`src/design/hgpv_pkg.sv`:
```
// ----------------------------------------------------------------------------
// hgpv_pkg
// Shared types and constants for the head gesture peak/valley detector.
// ----------------------------------------------------------------------------
package hgpv_pkg;

    localparam int LEVEL_W = 13;
    localparam int INDEX_W = 32;
    localparam int SAMPLE_W = 16;

    // divide by 10: q = (|x| * 52429) >> 19, exact for |x| < 2^16
    localparam logic [15:0] DIV10_RECIP = 16'd52429;
    localparam int DIV10_SHIFT = 19;

    // configuration register indexes
    localparam logic [7:0] REG_GESTURE_MODE = 8'd0;
    localparam logic [7:0] REG_MIN_SPACING = 8'd1;
    localparam logic [7:0] REG_SWING_THRESHOLD = 8'd2;
    localparam logic [7:0] REG_PAIR_WINDOW = 8'd3;

    localparam logic [15:0] MIN_SPACING_RST = 16'd10;
    localparam logic [12:0] SWING_THRESHOLD_RST = 13'd20;
    localparam logic [15:0] PAIR_WINDOW_RST = 16'd20;

    typedef struct packed {
        logic                       falling_edge;
        logic                       minimum_found;
        logic                       maximum_found;
        logic signed [LEVEL_W-1:0]  minimum_level;
        logic signed [LEVEL_W-1:0]  maximum_level;
        logic signed [LEVEL_W-1:0]  previous_level;
        logic [INDEX_W-1:0]         minimum_position;
        logic [INDEX_W-1:0]         maximum_position;
    } tracker_t;

    // x axis tracker hunts a trough, second tracker hunts a peak
    localparam tracker_t TRK_X_INIT = '{
        falling_edge: 1'b0, minimum_found: 1'b0, maximum_found: 1'b1,
        minimum_level: 13'sd0, maximum_level: 13'sd0, previous_level: 13'sd0,
        minimum_position: 32'd0, maximum_position: 32'd0};

    localparam tracker_t TRK_O_INIT = '{
        falling_edge: 1'b0, minimum_found: 1'b1, maximum_found: 1'b0,
        minimum_level: 13'sd0, maximum_level: 13'sd0, previous_level: 13'sd10,
        minimum_position: 32'd0, maximum_position: 32'd0};

endpackage

```
`src/design/head_gesture_peak_valley_detector.sv`:
```
// ----------------------------------------------------------------------------
// head_gesture_peak_valley_detector
// Nod/shake detector: trough on x paired with a peak on the second axis.
// ----------------------------------------------------------------------------
// Usage:
//   s_* stream: one word per sample pair: x sample, second-axis sample
//   (y for nod, z for shake, steered upstream) and a running index.
//   m_* stream: one word per input word with gesture / trough / peak flags.
//   cfg_* port: register writes (0 mode, 1 min_spacing, 2 swing_threshold,
//   3 pair_window). Any write to a known index restarts both trackers;
//   write only while the stream is idle. cfg_ready is always high.
// Timing:
//   Input is divided by 10 into a level register, then both trackers and
//   the pairing test update state and load the result register together.
//   Throughput is one word per clock while the result side is not stalled,
//   set by the tracker feedback loop.
// Reset / stall:
//   rst_n restores register defaults and tracker start state, and empties
//   the pipe. When m_tready is low the result holds, the level register
//   still fills, and s_tready drops once both stages are full.
// ----------------------------------------------------------------------------
module head_gesture_peak_valley_detector
    import hgpv_pkg::*;
(
    input  logic        clk,
    input  logic        rst_n,
    // s_tdata: [15:0] sample_x, [31:16] sample_other, [63:32] sample_index
    input  logic        s_tvalid,
    output logic        s_tready,
    input  logic [63:0] s_tdata,
    // m_tdata: [0] gesture_detected, [1] trough_armed, [2] peak_armed, rest 0
    output logic        m_tvalid,
    input  logic        m_tready,
    output logic [7:0]  m_tdata,
    input  logic        cfg_valid,
    output logic        cfg_ready,
    input  logic [7:0]  cfg_index,
    input  logic [15:0] cfg_data
);

    logic [15:0]               min_spacing_reg;
    logic [12:0]               swing_threshold_reg;
    logic [15:0]               pair_window_reg;

    logic                      s1_valid_reg;
    logic signed [LEVEL_W-1:0] lvl_x_reg;
    logic signed [LEVEL_W-1:0] lvl_o_reg;
    logic [INDEX_W-1:0]        idx_reg;
    logic signed [LEVEL_W-1:0] lvl_x_next;
    logic signed [LEVEL_W-1:0] lvl_o_next;

    tracker_t                  trk_x_reg;
    tracker_t                  trk_o_reg;
    tracker_t                  trk_x_step;
    tracker_t                  trk_o_step;
    tracker_t                  trk_x_next;
    tracker_t                  trk_o_next;

    logic                      out_valid_reg;
    logic [2:0]                out_flags_reg;
    logic [2:0]                out_flags_next;

    logic                      s1_ready;
    logic                      advance;
    logic                      cfg_write;
    logic                      cfg_known;
    logic [INDEX_W-1:0]        dist_fwd;
    logic [INDEX_W-1:0]        dist_rev;
    logic [INDEX_W-1:0]        pair_dist;
    logic                      both_armed;
    logic                      paired;

    assign cfg_ready = 1'b1;
    assign cfg_write = cfg_valid && cfg_ready;
    // mode has no effect on datapath here; its write only restarts trackers
    assign cfg_known = (cfg_index == REG_GESTURE_MODE) || (cfg_index == REG_MIN_SPACING) ||
                       (cfg_index == REG_SWING_THRESHOLD) || (cfg_index == REG_PAIR_WINDOW);

    assign s1_ready = !out_valid_reg || m_tready;
    assign advance  = s1_valid_reg && s1_ready;
    assign s_tready = !s1_valid_reg || s1_ready;

    hgpv_div10 u_div_x
    (
        .sample (s_tdata[15:0]),
        .level  (lvl_x_next)
    );

    hgpv_div10 u_div_o
    (
        .sample (s_tdata[31:16]),
        .level  (lvl_o_next)
    );

    hgpv_tracker u_trk_x
    (
        .state_cur       (trk_x_reg),
        .level           (lvl_x_reg),
        .index           (idx_reg),
        .min_spacing     (min_spacing_reg),
        .swing_threshold (swing_threshold_reg),
        .state_next      (trk_x_step)
    );

    hgpv_tracker u_trk_o
    (
        .state_cur       (trk_o_reg),
        .level           (lvl_o_reg),
        .index           (idx_reg),
        .min_spacing     (min_spacing_reg),
        .swing_threshold (swing_threshold_reg),
        .state_next      (trk_o_step)
    );

    // pairing: shorter way round the 2^32 index circle
    assign dist_fwd   = trk_x_step.minimum_position - trk_o_step.maximum_position;
    assign dist_rev   = 32'd0 - dist_fwd;
    assign pair_dist  = (dist_fwd < dist_rev) ? dist_fwd : dist_rev;
    assign both_armed = trk_x_step.minimum_found && trk_o_step.maximum_found;
    assign paired     = pair_dist < {16'd0, pair_window_reg};

    always_comb
    begin
        trk_x_next = trk_x_step;
        trk_o_next = trk_o_step;
        if (both_armed && !paired)
        begin
            trk_x_next.minimum_found = 1'b0;
            trk_o_next.maximum_found = 1'b0;
        end
        out_flags_next = {trk_o_next.maximum_found, trk_x_next.minimum_found,
                          both_armed && paired};
    end

    always_ff @(posedge clk or negedge rst_n)
    begin
        if (!rst_n)
        begin
            min_spacing_reg     <= MIN_SPACING_RST;
            swing_threshold_reg <= SWING_THRESHOLD_RST;
            pair_window_reg     <= PAIR_WINDOW_RST;
            trk_x_reg           <= TRK_X_INIT;
            trk_o_reg           <= TRK_O_INIT;
            s1_valid_reg        <= 1'b0;
            out_valid_reg       <= 1'b0;
        end
        else
        begin
            if (s_tready)
            begin
                s1_valid_reg <= s_tvalid;
            end

            if (advance)
            begin
                out_valid_reg <= 1'b1;
            end
            else if (m_tready)
            begin
                out_valid_reg <= 1'b0;
            end

            if (cfg_write && cfg_known)
            begin
                trk_x_reg <= TRK_X_INIT;
                trk_o_reg <= TRK_O_INIT;
            end
            else if (advance)
            begin
                trk_x_reg <= trk_x_next;
                trk_o_reg <= trk_o_next;
            end

            if (cfg_write)
            begin
                case (cfg_index)
                    REG_MIN_SPACING:     min_spacing_reg     <= cfg_data;
                    REG_SWING_THRESHOLD: swing_threshold_reg <= cfg_data[12:0];
                    REG_PAIR_WINDOW:     pair_window_reg     <= cfg_data;
                    default:             ;
                endcase
            end
        end
    end

    // payload registers
    always_ff @(posedge clk)
    begin
        if (s_tvalid && s_tready)
        begin
            lvl_x_reg <= lvl_x_next;
            lvl_o_reg <= lvl_o_next;
            idx_reg   <= s_tdata[63:32];
        end
        if (advance)
        begin
            out_flags_reg <= out_flags_next;
        end
    end

    assign m_tvalid = out_valid_reg;
    assign m_tdata  = {5'd0, out_flags_reg};

    // gesture only reported with both extrema armed
    a_gesture_armed: assert property (@(posedge clk) disable iff (!rst_n)
        m_tvalid && m_tdata[0] |-> m_tdata[1] && m_tdata[2])
        else $error("gesture flagged without both extrema armed");

    // reported flags track the tracker state just loaded
    a_flags_match: assert property (@(posedge clk) disable iff (!rst_n)
        advance && !cfg_write |=> m_tdata[1] == trk_x_reg.minimum_found &&
                                  m_tdata[2] == trk_o_reg.maximum_found)
        else $error("result flags differ from tracker state");

    // known register write restarts both trackers
    a_cfg_restart: assert property (@(posedge clk) disable iff (!rst_n)
        cfg_write && cfg_known |=> trk_x_reg == TRK_X_INIT && trk_o_reg == TRK_O_INIT)
        else $error("trackers not restarted after register write");

    // level stage holds its word while the result side is stalled
    a_s1_hold: assert property (@(posedge clk) disable iff (!rst_n)
        s1_valid_reg && !s1_ready |=> s1_valid_reg && $stable(idx_reg))
        else $error("level stage lost a word under stall");

endmodule

```
`src/design/hgpv_div10.sv`:
```
// ----------------------------------------------------------------------------
// hgpv_div10
// Signed divide by 10, truncating toward zero, by reciprocal multiply.
// ----------------------------------------------------------------------------
module hgpv_div10
    import hgpv_pkg::*;
(
    input  logic signed [SAMPLE_W-1:0] sample,
    output logic signed [LEVEL_W-1:0]  level
);

    logic [SAMPLE_W-1:0]   mag;
    logic [2*SAMPLE_W-1:0] prod;
    logic [LEVEL_W-1:0]    quot;

    // -(-32768) wraps to 16'h8000, which is right as an unsigned magnitude
    assign mag  = sample[SAMPLE_W-1] ? (~sample + 16'd1) : sample;
    assign prod = mag * DIV10_RECIP;
    assign quot = prod[DIV10_SHIFT +: LEVEL_W];
    assign level = sample[SAMPLE_W-1] ? $signed(~quot + 13'd1) : $signed(quot);

endmodule

```
`src/design/hgpv_tracker.sv`:
```
// ----------------------------------------------------------------------------
// hgpv_tracker
// Next-state logic of one edge tracker with hysteresis on spacing and swing.
// ----------------------------------------------------------------------------
module hgpv_tracker
    import hgpv_pkg::*;
(
    input  tracker_t                   state_cur,
    input  logic signed [LEVEL_W-1:0]  level,
    input  logic [INDEX_W-1:0]         index,
    input  logic [15:0]                min_spacing,
    input  logic [12:0]                swing_threshold,
    output tracker_t                   state_next
);

    logic signed [LEVEL_W-1:0] prev;
    logic [INDEX_W-1:0]        gap_max;
    logic [INDEX_W-1:0]        gap_min;
    logic signed [LEVEL_W+1:0] swing_down;
    logic signed [LEVEL_W+1:0] swing_up;
    logic signed [LEVEL_W+1:0] thr;
    logic signed [LEVEL_W+1:0] prev_inc;
    logic                      far_max;
    logic                      far_min;

    assign prev     = state_cur.previous_level;
    assign gap_max  = index - state_cur.maximum_position;
    assign gap_min  = index - state_cur.minimum_position;
    assign far_max  = gap_max > {16'd0, min_spacing};
    assign far_min  = gap_min > {16'd0, min_spacing};
    assign thr      = $signed({2'b00, swing_threshold});
    assign swing_down = {{2{state_cur.maximum_level[LEVEL_W-1]}}, state_cur.maximum_level}
                      - {{2{prev[LEVEL_W-1]}}, prev};
    assign swing_up = {{2{prev[LEVEL_W-1]}}, prev}
                    - {{2{state_cur.minimum_level[LEVEL_W-1]}}, state_cur.minimum_level};
    assign prev_inc = {{2{prev[LEVEL_W-1]}}, prev} + 15'sd1;

    always_comb
    begin
        state_next = state_cur;
        if (level > prev)
        begin
            if (state_cur.falling_edge)
            begin
                state_next.falling_edge = 1'b0;
                if (state_cur.maximum_found)
                begin
                    if (far_max && (swing_down >= thr))
                    begin
                        state_next.minimum_found    = 1'b1;
                        state_next.maximum_found    = 1'b0;
                        state_next.minimum_position = index;
                        state_next.minimum_level    = prev;
                    end
                end
                else if (prev <= state_cur.minimum_level)
                begin
                    state_next.minimum_level    = prev;
                    state_next.minimum_position = index;
                end
            end
        end
        else if (level < prev)
        begin
            if (!state_cur.falling_edge)
            begin
                state_next.falling_edge = 1'b1;
                if (state_cur.minimum_found)
                begin
                    if (far_min && (swing_up >= thr))
                    begin
                        state_next.minimum_found    = 1'b0;
                        state_next.maximum_found    = 1'b1;
                        state_next.maximum_position = index;
                        state_next.maximum_level    = prev;
                    end
                end
                else if (prev_inc >= $signed({{2{state_cur.maximum_level[LEVEL_W-1]}},
                                              state_cur.maximum_level}))
                begin
                    state_next.maximum_level    = prev;
                    state_next.maximum_position = index;
                end
            end
        end
        else
        begin
            // flat sample: refine whichever extremum it touches
            if (level >= state_cur.maximum_level)
            begin
                state_next.maximum_level    = prev;
                state_next.maximum_position = index;
            end
            else if (level <= state_cur.minimum_level)
            begin
                state_next.minimum_level    = prev;
                state_next.minimum_position = index;
            end
        end
        state_next.previous_level = level;
    end

endmodule
```
`config.mk`:
```
export PLATFORM = sky130hd
export DESIGN_NAME = head_gesture_peak_valley_detector
export DESIGN_NICKNAME = d
export VERILOG_FILES = /design/src/design/hgpv_pkg.sv /design/src/design/head_gesture_peak_valley_detector.sv /design/src/design/hgpv_div10.sv /design/src/design/hgpv_tracker.sv
export SDC_FILE = /design/constraint.sdc
export NUM_CORES = 2
export LEC_CHECK = 0
export ABC_AREA = 0
export BUFFER_PORTS_ARGS = -buffer_cell sky130_fd_sc_hd__buf_2
export CORE_MARGIN = 2
export CORE_UTILIZATION = 40
export CTS_BUF_LIST = sky130_fd_sc_hd__clkbuf_8
export CTS_CLUSTER_SIZE = 25
export DETAILED_ROUTE_END_ITERATION = 10
export GPL_TIMING_DRIVEN = 1
export SLEW_MARGIN = 15
export SYNTH_ARGS = -nofsm -noshare
export SYNTH_HDL_FRONTEND = slang
export SYNTH_SLANG_ARGS = --single-unit
```
`constraint.sdc`:
```
create_clock -name clk -period 12.46 [get_ports clk]
set_clock_uncertainty 0.15 [all_clocks]
set_input_delay 1.869 -clock clk [delete_from_list [all_inputs] [get_ports clk]]
set_output_delay 1.869 -clock clk [all_outputs]
set_load 0.1 [all_outputs]
```
==> results.py <==
metrics = {
    "logic_synthesis": {
        "synth_area_leaders": "ha_1 22%, dfrtp_1 15%, fa_1 8.3%",
        "synthArstFlopShare_pct": 80.94,
        "synth_edf_count": 61,
        "yosysWarnings": 0,
        "synth-seq-cells": 320,
        "synth_area_um2": 41300,
        "synth_top_cell_area_share_pct": 22.09,
        "synth.distinct_cells": 88,
        "yosysTopAreaCell": "ha_1",
        "syn_inst": 4764,
        "synth_seq_area_share_pct": 20.16,
        "syn_area_per_cell_um2": 8.669,
        "synth_ff_type": "dfrtp_1",
    },
    "placement": {
        "place_hpwl_mm": 98.09,
        "dp.cells": 6509,
        "place_ws_ps": -555.1,
        "place_congestion": 0.9435,
        "port-buffer-count": 97,
    },
    "final_layout": {
        "n_fill_cell": 9900,
        "area_delta_synth_final_pct": 17.14,
        "instances_no_fill": 6677,
        "drive_gt1_share_pct": 16.05,
        "fin_nets": 6249,
    },
    "die": {
        "start_util_pct": 40.48,
        "coreArea_um2": 102000,
        "num_io_pins": 104,
        "die-area_um2": 105800,
        "rows": 117,
        "die-width_um": 325.3,
        "die-height_um": 325.3,
    },
    "drt": {
        "first_pass_iters": 5,
        "first_iter_violations": 2030,
        "totalWireLength_mm": 121.5,
        "drc": 0,
        "post_drt_wl_per_cell_um": 18.20,
        "viasPerCell": 5.408,
        "detail-route-antenna-nets": 0,
        "vias": 36112,
    },
    "sta": {
        "period_share_pct": 98.73,
        "slew_viol_final": 0,
        "fin_crit_ps": 12300,
        "maxSlewHeadroom_pct": 26.96,
        "finalWorstSetupSlack_ps": 158.8,
        "hold_viol": 0,
        "timing.fmax_mhz": 81.29,
        "rsz0062_at_grt": "true",
        "setup-violations-final": 0,
        "tightestPinTransition_ps": 1068,
        "fin_setup_tns_ps": 0,
    },
    "cts": {
        "max-clock-path-buffers": 3,
        "cts_max_level": 2,
        "numCtsBuffers": 59,
        "root_buffer": "clkbuf_8",
        "path_clk_slew_ps": 70,
        "holdBufCountCts": 0,
        "clock_latency_ps": 720,
        "tritoncts": "built",
        "cts.sink_count": 320,
    },
    "setup_path": {
        "critical_path.max_fanout": 6,
        "arrival_ps": 12760,
        "start_kind": "register",
        "cp.required_ps": 12920,
        "max_stage_delay_ps": 570,
        "end_kind": "register",
        "criticalPathCategory": "register to register",
        "crit_path_top_delay_cell": "or4_4",
        "critPathMostFrequentCell": "buf_4",
    },
    "global_routing": {
        "grt_max_degree": 86,
        "grt_use_total_pct": 22.73,
        "antenna_found_initial": 6,
        "gr-total-overflow": 0,
        "grt_pass1_vias": 36265,
        "grt_pass1_wl_mm": 194.5,
    },
    "job": {
        "maxCapViolations": 0,
    },
    "hold_path": {
        "hold_path.class": "register to register",
    },
    "outcome": {
        "status": "finished clean",
    },
}
critical path: cells and delay by family, from the launching register on:
| kind | cells | cell delay, ps |
|---|---|---|
| and+or+nand+nor | 23 | 4330 |
| AOI/OAI and AO/OA | 20 | 3290 |
| buffers and inverters | 19 | 2100 |
| adders and majority gates | 6 | 1510 |
| DFF | 1 | 360 |
| xor gates and xnor gates | 1 | 220 |
| muxes | 1 | 220 |
Yosys cell counts (82+ instances only):
cell type	n
ha_1	729
inv_1	647
nand2_1	340
a21oi_1	280
nor2_1	278
dfrtp_1	249
o21ai_0	233
xnor2_1	172
fa_1	171
a21o_1	102
clkbuf_1	102
a211oi_1	100
mux2i_1	97
nand3_1	82
worst paths after layout:
| kind | start | to | slack [ps] | depth (start not counted) |
|---|---|---|---|---|
| setup / recovery | trk_x_reg[1]$_DFFE_PN0P_ | trk_o_reg[103]$_DFFE_PN0N_ | 160 | 70 |
| max in group asynchronous | rst_n | trk_x_reg[93]$_DFFE_PN0P_ | 9150 | 3 |
| setup reg to reg | trk_x_reg[1]$_DFFE_PN0P_ | trk_o_reg[103]$_DFFE_PN0N_ | 160 | 70 |
| min in group asynchronous | rst_n | trk_o_reg[33]$_DFFE_PN0P_ | 1040 | 1 |
| hold reg to reg | trk_x_reg[12]$_DFFE_PN0P_ | trk_x_reg[12]$_DFFE_PN0P_ | 350 | 1 |
| hold / removal | trk_x_reg[12]$_DFFE_PN0P_ | trk_x_reg[12]$_DFFE_PN0P_ | 350 | 1 |
logic make-up after synthesis:
kind of cell	count (synthesis)	synth area share (%)
simple gates	1173	13.91
mux	158	4.042
compound gates	1184	19.10
flops	320	20.16
fa+ha+maj	900	30.38
other cells	2	0.01818
xor+xnor	244	5.175
buf+inv	783	7.220
placed cells by master, fill, tap and decap left out, drive strengths merged, types with 100 or more instances in the layout:
cell,netlist,final
a211oi,100,100
a21o,102,102
a21oi,280,280
buf,32,561
dfrtp,249,249
fa,171,171
ha,729,729
inv,649,661
nand2,340,340
nor2,278,278
o21ai,238,238
xnor2,172,172
area by class of cell:
class	instances	area (um^2)	share of cell area, %
flip-flops and latches	320	8325	17.21
clock buffers	68	935.9	1.935
repair buffers	561	4019	8.307
diodes	2	5.005	0.01035
well taps	1368	1712	3.538
multi-input cells	3665	30530	63.11
inverters	649	2437	5.038
clock inverters	44	410.4	0.8483
metrics by stage:
stage / utilization [%] / hold WS [ps] / area [um^2]
2_1_floorplan: - / 306.9 / 41370
3_3_place_gp: 45.26 / 332.5 / 46190
3_5_place_dp: 45.26 / 331.1 / 46190
4_1_cts: 47.07 / 352.0 / 48030
5_1_grt: 47.41 / 361.9 / 48380
6_report: 47.41 / 350.7 / 48380
per-layer routing:
layer	part of all wire [%]	GRT usage [%]	up-vias
met5	0.063	0.3623	-
met4	2.0	4.921	6
met3	4.4	2.470	158
met2	46	38.41	713
met1	47	31.14	17333
li1	-	-	17902
timing repair:
action	in CTS	in global routing
pin swaps	28	52
setup buffers	48	9
cloned	0	0
gates resized for setup	37	75
setup endpoints to repair	5	5
Power is left out: the tool's default activity adds up to more than one toggle a clock period on the data nets, which glitch-free logic cannot reach.
